### config.mk
export PLATFORM = sky130hd
export DESIGN_NAME = status_triangle_overlay
export DESIGN_NICKNAME = d
export VERILOG_FILES = /design/src/sto_pkg.sv /design/src/sto_state.sv /design/src/sto_paint.sv /design/src/status_triangle_overlay.sv
export SDC_FILE = /design/constraint.sdc
export NUM_CORES = 1
export LEC_CHECK = 0
export BUFFER_PORTS_ARGS = -buffer_cell sky130_fd_sc_hd__buf_2
export CAP_MARGIN = 5
export CORE_MARGIN = 5
export CORE_UTILIZATION = 45
export CTS_BUF_LIST = sky130_fd_sc_hd__clkbuf_8 sky130_fd_sc_hd__clkbuf_16
export CTS_CLUSTER_DIAMETER = 60
export DETAILED_ROUTE_END_ITERATION = 16
export SYNTH_ARGS = -nofsm -noshare
export SYNTH_HDL_FRONTEND = slang
export SYNTH_SLANG_ARGS = --single-unit
### constraint.sdc
create_clock -name clk -period 14.9 [get_ports clk]
set_clock_uncertainty 0.05 [all_clocks]
set_input_delay 2.98 -clock clk [delete_from_list [all_inputs] [get_ports clk]]
set_output_delay 2.98 -clock clk [all_outputs]
set_load 0.01 [all_outputs]
### src/sto_pkg.sv
// shared types, codes and defaults for the status triangle overlay
// no dependencies; imported by every module of the block
package sto_pkg;

    localparam int HResDefault = 720;
    localparam int VResDefault = 720;

    localparam logic [2:0] KIND_TICK     = 3'd0;
    localparam logic [2:0] KIND_START    = 3'd1;
    localparam logic [2:0] KIND_SUCCESS  = 3'd2;
    localparam logic [2:0] KIND_FAIL     = 3'd3;
    localparam logic [2:0] KIND_FAIL_IFP = 3'd4;
    localparam logic [2:0] KIND_PIXEL    = 3'd5;

    localparam logic [1:0] MODE_IDLE = 2'd0;
    localparam logic [1:0] MODE_PROC = 2'd1;
    localparam logic [1:0] MODE_FAIL = 2'd2;

    localparam logic [2:0] CFG_ENABLED  = 3'd0;
    localparam logic [2:0] CFG_TRI_SIZE = 3'd1;
    localparam logic [2:0] CFG_ROTATION = 3'd2;
    localparam logic [2:0] CFG_WATCHDOG = 3'd3;
    localparam logic [2:0] CFG_FAIL_SHOW = 3'd4;

    localparam logic [8:0]  TRI_SIZE_MIN     = 9'd16;
    localparam logic [8:0]  TRI_SIZE_MAX     = 9'd256;
    localparam logic [8:0]  TRI_SIZE_RESET   = 9'd64;
    localparam logic [15:0] WATCHDOG_RESET   = 16'd30000;
    localparam logic [15:0] FAIL_SHOW_RESET  = 16'd3000;
    localparam logic [15:0] ELAPSED_MAX      = 16'hFFFF;

    localparam logic [23:0] COLOR_BLUE = 24'h0000FF;
    localparam logic [23:0] COLOR_RED  = 24'hFF0000;

    typedef struct packed {
        logic [2:0]  kind;
        logic [11:0] pos_x;
        logic [11:0] pos_y;
        logic [23:0] pixel_in;
    } sto_in_t;

    typedef struct packed {
        logic [23:0] pixel_out;
        logic        overlay_hit;
        logic [1:0]  shown_mode;
    } sto_out_t;

    // indicator status seen by the painter
    typedef struct packed {
        logic       active;
        logic [1:0] mode;
    } sto_status_t;

endpackage

### src/sto_state.sv
// indicator state machine: mode and saturating millisecond count
// depends on sto_pkg
module sto_state
    import sto_pkg::*;
(
    input  logic        clk,
    input  logic        rst_n,
    input  logic        go,
    input  logic [2:0]  kind,
    input  logic        active,
    input  logic [15:0] watchdog_ms,
    input  logic [15:0] fail_show_ms,
    output sto_status_t status
);

    logic [1:0]  mode_reg, mode_next, mode_eff;
    logic [15:0] elapsed_reg, elapsed_next, elapsed_eff, elapsed_inc;

    // inactive forces idle before the word is applied
    assign mode_eff    = active ? mode_reg : MODE_IDLE;
    assign elapsed_eff = active ? elapsed_reg : 16'd0;
    assign elapsed_inc = (elapsed_eff == ELAPSED_MAX) ? elapsed_eff : elapsed_eff + 16'd1;

    assign status.active = active;
    assign status.mode   = mode_eff;

    always_comb
    begin
        mode_next    = mode_eff;
        elapsed_next = elapsed_eff;
        if (active)
        begin
            case (kind)
                KIND_TICK:
                begin
                    if (mode_eff == MODE_PROC)
                    begin
                        if (elapsed_inc > watchdog_ms)
                        begin
                            mode_next    = MODE_FAIL;
                            elapsed_next = 16'd0;
                        end
                        else
                        begin
                            elapsed_next = elapsed_inc;
                        end
                    end
                    else if (mode_eff != MODE_IDLE)
                    begin
                        if (elapsed_inc > fail_show_ms)
                        begin
                            mode_next    = MODE_IDLE;
                            elapsed_next = 16'd0;
                        end
                        else
                        begin
                            elapsed_next = elapsed_inc;
                        end
                    end
                end
                KIND_START:
                begin
                    if (mode_eff != MODE_PROC)
                    begin
                        mode_next    = MODE_PROC;
                        elapsed_next = 16'd0;
                    end
                end
                KIND_SUCCESS:
                begin
                    mode_next    = MODE_IDLE;
                    elapsed_next = 16'd0;
                end
                KIND_FAIL:
                begin
                    mode_next    = MODE_FAIL;
                    elapsed_next = 16'd0;
                end
                KIND_FAIL_IFP:
                begin
                    if (mode_eff == MODE_PROC)
                    begin
                        mode_next    = MODE_FAIL;
                        elapsed_next = 16'd0;
                    end
                end
                default:
                begin
                    mode_next    = mode_eff;
                    elapsed_next = elapsed_eff;
                end
            endcase
        end
    end

    always_ff @(posedge clk or negedge rst_n)
    begin
        if (!rst_n)
        begin
            mode_reg    <= MODE_IDLE;
            elapsed_reg <= 16'd0;
        end
        else if (go)
        begin
            mode_reg    <= mode_next;
            elapsed_reg <= elapsed_next;
        end
    end

endmodule

### src/sto_paint.sv
// triangle hit test and color overlay for one pixel word
// depends on sto_pkg
module sto_paint
    import sto_pkg::*;
#(
    parameter int H_RES = HResDefault,
    parameter int V_RES = VResDefault
)
(
    input  sto_in_t     in_word,
    input  sto_status_t status,
    input  logic [8:0]  tri_n,
    input  logic [1:0]  rotation,
    output sto_out_t    out_word
);

    logic signed [13:0] lx, ly, n_s, sum;
    logic               on_screen, in_box, in_tri, drawing;

    assign n_s = $signed({5'd0, tri_n});
    assign on_screen = ({1'b0, in_word.pos_x} < 13'(H_RES)) &&
                       ({1'b0, in_word.pos_y} < 13'(V_RES));

    // local coordinates inside the rotated corner
    always_comb
    begin
        if (rotation == 2'd0 || rotation == 2'd3)
            lx = $signed({2'd0, in_word.pos_x}) - $signed(14'(H_RES)) + n_s;
        else
            lx = n_s - 14'sd1 - $signed({2'd0, in_word.pos_x});
        if (rotation == 2'd0 || rotation == 2'd1)
            ly = $signed({2'd0, in_word.pos_y}) - $signed(14'(V_RES)) + n_s;
        else
            ly = n_s - 14'sd1 - $signed({2'd0, in_word.pos_y});
    end

    assign sum    = lx + ly;
    assign in_box = (lx >= 14'sd0) && (lx < n_s) && (ly >= 14'sd0) && (ly < n_s);
    // lower-right half plus checkerboard
    assign in_tri = on_screen && in_box && (sum >= n_s - 14'sd1) && !sum[0];

    assign drawing = status.active && in_tri &&
                     (status.mode == MODE_PROC || status.mode == MODE_FAIL);

    always_comb
    begin
        out_word.pixel_out   = in_word.pixel_in;
        out_word.overlay_hit = drawing;
        out_word.shown_mode  = status.mode;
        if (drawing)
            out_word.pixel_out = (status.mode == MODE_PROC) ? COLOR_BLUE : COLOR_RED;
    end

endmodule

### src/status_triangle_overlay.sv
// status triangle overlay top level: config registers, input and output stages
// depends on sto_pkg, sto_state, sto_paint
// a pixel word passes through the input stage register and then the output stage register
// throughput: one word per cycle while the output is not stalled
// events and ticks update the indicator and produce no output word
// reset: indicator idle, count zero, registers at their defaults, both stages empty
module status_triangle_overlay
    import sto_pkg::*;
#(
    parameter int H_RES = HResDefault,
    parameter int V_RES = VResDefault
)
(
    input  logic        clk,
    input  logic        rst_n,
    // configuration write port
    input  logic        cfg_wr_en,
    input  logic [2:0]  cfg_index,
    input  logic [15:0] cfg_data,
    // input words
    input  logic        in_valid,
    output logic        in_stall,
    input  sto_in_t     in_word,
    // output words
    output logic        out_valid,
    input  logic        out_stall,
    output sto_out_t    out_word
);

    // configuration registers
    logic        enabled_reg;
    logic [8:0]  tri_size_reg;
    logic [1:0]  rotation_reg;
    logic [15:0] watchdog_reg;
    logic [15:0] fail_show_reg;

    always_ff @(posedge clk or negedge rst_n)
    begin
        if (!rst_n)
        begin
            enabled_reg   <= 1'b1;
            tri_size_reg  <= TRI_SIZE_RESET;
            rotation_reg  <= 2'd0;
            watchdog_reg  <= WATCHDOG_RESET;
            fail_show_reg <= FAIL_SHOW_RESET;
        end
        else if (cfg_wr_en)
        begin
            unique case (cfg_index)
                CFG_ENABLED:   enabled_reg   <= cfg_data[0];
                CFG_TRI_SIZE:  tri_size_reg  <= cfg_data[8:0];
                CFG_ROTATION:  rotation_reg  <= cfg_data[1:0];
                CFG_WATCHDOG:  watchdog_reg  <= cfg_data;
                CFG_FAIL_SHOW: fail_show_reg <= cfg_data;
                default:       ;
            endcase
        end
    end

    // effective size: zero disables, otherwise clamp to 16..256
    logic [8:0] tri_n;
    logic       active;

    always_comb
    begin
        if (tri_size_reg == 9'd0)
            tri_n = 9'd0;
        else if (tri_size_reg < TRI_SIZE_MIN)
            tri_n = TRI_SIZE_MIN;
        else if (tri_size_reg > TRI_SIZE_MAX)
            tri_n = TRI_SIZE_MAX;
        else
            tri_n = tri_size_reg;
    end

    assign active = enabled_reg && (tri_n != 9'd0);

    // input stage
    logic        s0_valid_reg;
    sto_in_t     s0_word_reg;
    logic        s0_pixel, s0_go, out_free;

    // output stage
    logic        out_valid_reg;
    sto_out_t    out_word_reg;
    sto_out_t    paint_word;
    sto_status_t status;

    assign out_free = !out_valid_reg || !out_stall;
    assign s0_pixel = (s0_word_reg.kind == KIND_PIXEL);
    // non-pixel words retire at once; pixel words need the output slot
    assign s0_go    = s0_valid_reg && (!s0_pixel || out_free);
    assign in_stall = s0_valid_reg && !s0_go;

    always_ff @(posedge clk or negedge rst_n)
    begin
        if (!rst_n)
            s0_valid_reg <= 1'b0;
        else if (!in_stall)
            s0_valid_reg <= in_valid;
    end

    always_ff @(posedge clk)
    begin
        if (in_valid && !in_stall)
            s0_word_reg <= in_word;
    end

    sto_state u_state (
        .clk          (clk),
        .rst_n        (rst_n),
        .go           (s0_go),
        .kind         (s0_word_reg.kind),
        .active       (active),
        .watchdog_ms  (watchdog_reg),
        .fail_show_ms (fail_show_reg),
        .status       (status)
    );

    sto_paint #(
        .H_RES (H_RES),
        .V_RES (V_RES)
    ) u_paint (
        .in_word  (s0_word_reg),
        .status   (status),
        .tri_n    (tri_n),
        .rotation (rotation_reg),
        .out_word (paint_word)
    );

    always_ff @(posedge clk or negedge rst_n)
    begin
        if (!rst_n)
            out_valid_reg <= 1'b0;
        else if (out_free)
            out_valid_reg <= s0_go && s0_pixel;
    end

    always_ff @(posedge clk)
    begin
        if (out_free && s0_go && s0_pixel)
            out_word_reg <= paint_word;
    end

    assign out_valid = out_valid_reg;
    assign out_word  = out_word_reg;

endmodule
### Yosys cells after proc, flatten, opt, wreduce, memory -nomap -nowiden

Cells that the tools add are included.

* equal/unequal tests: 15
* reductions and logical operators: 39
* muxes and demuxes: 26
* add/sub/neg operators: 9
* order comparisons: 11

Operators by type and width (number)
* 16-bit 2-to-1 mux: 9
* 16-bit case mux with 4 select lines: 1
* 24-bit 2-to-1 mux: 2
* 16-bit > comparator: 2
* 14-bit by 10-bit adder with 14-bit output: 2
* 14-bit by 1-bit >= comparator with 1-bit output, second input constant: 2
* 14-bit by 10-bit < comparator with 1-bit output: 2
* 14-bit 2-to-1 mux: 2
* 14-bit by 13-bit subtractor with 14-bit output: 2
* 9-bit 2-to-1 mux: 3
* 12-bit by 10-bit subtractor with 13-bit output, second input constant: 2
* 12-bit by 10-bit < comparator with 1-bit output, second input constant: 2
* 16-bit by 1-bit adder with 16-bit output, second input constant: 1
* 16-bit equality test, second input constant: 1
* 1-bit logical AND: 16
* 2-bit 2-to-1 mux: 8
* 14-bit adder: 1
* 14-bit >= comparator: 1
* 3-bit by 2-bit equality test with 1-bit output, second input constant: 4
* 2-bit case mux with 5 select lines: 1
* 2-bit AND reduction: 5
* 9-bit by 1-bit subtractor with 10-bit output, second input constant: 1
* 3-bit equality test, second input constant: 3
* 9-bit > comparator, second input constant: 1
* 13 further kinds: 26

* output and inout port bits: 29
* flip-flop bits (word level): 142
* input bits: 75
* word-level logic and storage cells: 116

### Depth between registers and ports, before layout

* word-level depth: 17
* mapped depth: 36

### Modules after synthesis

A second synthesis with hierarchy kept.

* cell total of the unflattened synthesis: 1169
* area, all modules: 11390.9 um2

Modules (own cells, without submodules)
* sto_paint: seq. area each 0.0 um2, area each 4524.3 um2, cells an instance 631, times used 1
* status_triangle_overlay: seq. area each 3513.4 um2, area each 4305.4 um2, cells an instance 202, times used 1
* sto_state: seq. area each 450.4 um2, area each 2561.2 um2, cells an instance 336, times used 1

### Worst setup path before layout

Ideal clock, no wire load.

* kind: reg2reg
* from: reg tri_size_reg[0]
* to: reg out_word_reg (netlist bit out_word[10]) (data pin)
* cell stages (with the launch flop): 32
* arrival time: 6.697 ns
* period minus slack after synthesis: 7.009 ns
* data required time: 14.588 ns
* setup slack: 7.891 ns
* path through: dfrtp_1 or4_1 nor2_1 a31o_2 nand2_1 ha_1 inv_1 fa_1 a211oi_1 o21bai_1 a21oi_1 xor2_1 nor2_1 a31o_2 ha_1 or2_2 o311a_1 a41oi_1 nor2b_1 mux2i_1 a311oi_1 xnor2_1 ha_1 inv_1 a221oi_1 o2111a_1 nand4_1 nor2_1 nand4_1 nor4_4 buf_6 mux2_1

RTL lines
* start: declaration: line status_triangle_overlay.sv:32 `logic [8:0] tri_size_reg;`
* start signal: assignment: line status_triangle_overlay.sv:51 `CFG_TRI_SIZE: tri_size_reg <= cfg_data[8:0];`
* end signal: assignment: line status_triangle_overlay.sv:142 `out_word_reg <= paint_word;`
* end: declaration: line status_triangle_overlay.sv:85 `sto_out_t out_word_reg;`

==> key figures <==
Drt
  – Overall via count from detail_route: 8456
  – Antenna Violating Nets Remaining: 0
  – Detail-routed net length per standard cell: 17.2 um
  – First-pass iteration count of the detailed router: 5
  – Number of remaining DRC errors: 0
  – DRC marker count from the first detailed-route iteration: 402
  – Post-detailed-routing wire length: 26.7 mm
  – Post-detailed-route via-to-cell ratio: 5.46

Synth
  – Number of standard cells after synthesis: 1110
  – Cell types occupying the most area after synthesis: sky130_fd_sc_hd__edfxtp_1 22%, sky130_fd_sc_hd__ha_1 15%, sky130_fd_sc_hd__dfrtp_1 11%
  – Most frequently used flop master after synthesis: sky130_fd_sc_hd__edfxtp_1
  – Post-synthesis cell type with the largest combined area: sky130_fd_sc_hd__edfxtp_1
  – Count of cell types in the netlist: 77
  – Share of flip-flops with an asynchronous set or reset: 0.451
  – Syn_nets: 1316
  – Count of flip-flops with a built-in enable after synthesis: 78
  – Post-Synthesis Cell Area: 10700 sq um
  – Portion of the post-synthesis area used by sequential elements: 0.370
  – Number of synthesized register bits: 142
  – Average instance area after synthesis: 9.64 sq um
  – Top cell type's share of synthesized area: 0.219
  – Warnings, synthesis: 0

Timing
  – Setup TNS: 0 ns
  – Worst-case setup margin in the final layout: 6.98 ns
  – Worst slew margin relative to its limit: 0.298
  – Setup repair after global routing missed its margin: no
  – Period Utilization, post-route: 0.531
  – Final setup violation count: 0
  – Slew @ Worst Pin: 1.05 ns
  – Max Clock Freq: 126 MHz
  – Final Slew Violations: 0
  – Final critical path time including I/O delays and setup: 7.92 ns
  – Final hold viol count: 0

Finish
  – Final non-filler cell total: 1549
  – Combined flip-flop and latch cell area: 3960 sq um
  – Area used by multi-input combinational logic: 6230 sq um
  – Number of antenna cells inserted: 0
  – Proportion of layout cells with a drive suffix above 1: 0.172
  – Number of nets in the layout: 1423
  – Number of fill cells: 2167
  – Area Growth Syn to Fin: 14.1%
  – Largest register FFs: 51

Global route
  – Vias in the first global route: 8378
  – Most Crowded Layer GR: met2
  – Met2 Use GR: 0.350
  – Leftover overflow at the end of global routing: 0
  – Combined global-route utilization of all metal layers: 0.200
  – Wire length of the first global-routing pass: 42.5 mm
  – Global routing met3 resource utilization: 0.0274
  – Routing usage on met1: 0.255
  – Maximum number of pins on one net before global-route repair: 65
  – Number of antenna violations at the first check in global routing: 0

CTS
  – Number of buffers created by CTS: 17
  – Count of hold-fix buffers inserted at cts: 0
  – TritonCTS clock tree: yes
  – Bufs on Longest Clock Path: 2
  – Buffers inserted during post-CTS setup optimization: 0
  – Source-to-sink clock delay at the later pin of the worst-skew pair: 0.43 ns
  – Sinks on the clock net: 142
  – Clock slew at the register clock pins of the worst setup and hold paths: 0.08 ns
  – CTS H-tree lvls: 4
  – Resize count post-CTS: 0
  – Clock root buffer: sky130_fd_sc_hd__clkbuf_16

Power
  – Static Leakage: 0.00555 uW
  – Proportion of power drawn by combinational gates: 0.565
  – Peak supply drop: 0.0000874 V
  – Power density of the placed cells: 175 nW/um^2
  – Internal cell power: 1210 uW
  – Register share of total power: 0.226
  – Switch Pwr: 923 uW
  – Clock network power share: 0.208
  – Sw Ratio: 0.433

Run status
  – Result of the run: finished clean

Worst setup path
  – Required @ worst endpoint: 15.03 ns
  – Category of the worst setup path launch point: flip-flop
  – Critical path data arrival time: 8.04 ns
  – Cell mode on critical path: sky130_fd_sc_hd__ha_1
  – R2r startpoint: tri_size_reg[5]
  – Launch point of the worst path: tri_size_reg[5]
  – Slowest cell on crit path: sky130_fd_sc_hd__nor4_1
  – Worst-path maximum fanout: 24
  – Type of element capturing the critical path: flip-flop
  – Start-to-end type of the worst setup path: flip-flop to flip-flop
  – Max incr delay on CP: 0.62 ns

Floorplanning
  – Total die area: 27000 sq um
  – Horizontal die dimension: 164 um
  – Number of rows created at floorplan: 56
  – Initial standard-cell utilization of the core: 0.456
  – Core area: 23500 sq um
  – Height of the chip: 164 um
  – Top-Level Pins: 104

Placement
  – RePlAce Congestion: 0.890
  – Final HPWL from detailed placement: 20.4 mm
  – Cell count after placement: 1517
  – Dpl ws: 7.12 ns
  – PortBufs: 103

Worst hold path
  – Origin of the worst min-delay path: watchdog_reg[7]
  – Class of the most critical hold timing path: flip-flop to flip-flop

Job
  – Max-cap check violation count: 0
==> area by class of cell <==
cell class,count,area share
multi-input combinational,832,0.510
clock buffer,17,0.0349
sequential,142,0.325
tap,319,0.0327
timing repair buffer,112,0.0478
clock inverter,15,0.0153
inverter,112,0.0344
==> worst paths after layout <==
| check | endpoint | slack, ns | depth (start not counted) |
|---|---|---|---|
| worst max-delay path | out_word[4] | 6.98 | 33 |
| worst min-delay path | watchdog_reg[7] | 0.46 | 1 |
| worst max register to register | out_word[4] | 6.98 | 33 |
| worst min register to register | watchdog_reg[7] | 0.46 | 1 |
| max in group asynchronous | tri_size_reg[4] | 11.56 | 2 |
| min in group asynchronous | fail_show_reg[13] | 2.68 | 2 |
==> critical path, delay by kind of cell (launching register included) <==
kind	cells	cell delay [ns]
AOI/OAI and AO/OA	10	2.23
xor gates and xnor gates	2	0.29
adders and majority gates	4	1.16
buffers and inverters	2	0.39
DFF	1	0.47
muxes	2	0.57
and+or+nand+nor	13	2.50
==> cells in the mapped netlist (all sizes together) (20+ instances only) <==
library cell  number
ha               126
edfxtp            78
nor3              20
inv              111
mux2              36
xor2              36
nand2             92
nor2b             24
nor2              57
nand3             21
xnor2             42
dfrtp             48
clkbuf            20
o21ai             73
a21oi             62
==> through the flow <==
stage / instance area [sq um] / utilization / total power, uW / hold slack (ns)
after floorplan: 10700 / - / 1400 / 0.429
after global placement: 11600 / 0.494 / 1670 / 0.439
after detailed placement: 11600 / 0.494 / 1680 / 0.444
after CTS: 12200 / 0.520 / 2140 / 0.463
after global routing: 12200 / 0.520 / 2330 / 0.478
final: 12200 / 0.520 / 2130 / 0.458
==> kinds of logic after synthesis <==
family	share of synthesized area
and+or+nand+nor	0.144
AOI/OAI and AO/OA	0.167
DFF	0.370
buffers and inverters	0.0489
adders and majority gates	0.157
xor gates and xnor gates	0.0639
muxes	0.0485
==> cells in the final DEF, fill, tap and decap left out, types with 10 or more instances in the layout <==
cell / synthesis / layout
sky130_fd_sc_hd__a31oi_1: 12 / 12
sky130_fd_sc_hd__nor4_1: 10 / 10
sky130_fd_sc_hd__o21ai_0: 73 / 72
sky130_fd_sc_hd__mux2i_1: 10 / 10
sky130_fd_sc_hd__a21oi_1: 62 / 61
sky130_fd_sc_hd__nand4_1: 16 / 16
sky130_fd_sc_hd__nand3_1: 21 / 21
sky130_fd_sc_hd__xnor2_1: 42 / 42
sky130_fd_sc_hd__dfstp_2: 16 / 16
sky130_fd_sc_hd__mux2_2: 32 / 32
sky130_fd_sc_hd__ha_1: 126 / 126
sky130_fd_sc_hd__clkbuf_16: 0 / 17
sky130_fd_sc_hd__xor2_1: 36 / 36
sky130_fd_sc_hd__edfxtp_1: 78 / 78
sky130_fd_sc_hd__a21o_1: 17 / 17
sky130_fd_sc_hd__o211ai_1: 13 / 13
sky130_fd_sc_hd__nor3_1: 20 / 19
sky130_fd_sc_hd__buf_2: 1 / 103
sky130_fd_sc_hd__nand2b_1: 13 / 13
sky130_fd_sc_hd__nand2_1: 92 / 92
sky130_fd_sc_hd__o21a_1: 13 / 13
sky130_fd_sc_hd__nor2_1: 57 / 57
sky130_fd_sc_hd__nor2b_1: 24 / 23
sky130_fd_sc_hd__dfrtp_1: 48 / 48
sky130_fd_sc_hd__inv_1: 111 / 111
==> layer usage <==
metal	share of wire	vias to the layer above	wire length, um
met5	0	-	0
met4	0.022	0	593
met3	0.025	31	679
met2	0.50	141	13400
met1	0.45	4034	12000
li1	-	4250	-
==> power by group through the flow <==
stage	clock (uW)	sequential, uW	combinational, uW
finish	445	483	1210
global route	473	487	1370
CTS	456	483	1200
detailed placement	0	491	1190
global placement	0	490	1180
floorplan	0	482	922
No activity file was read; power rests on OpenSTA's default activity.
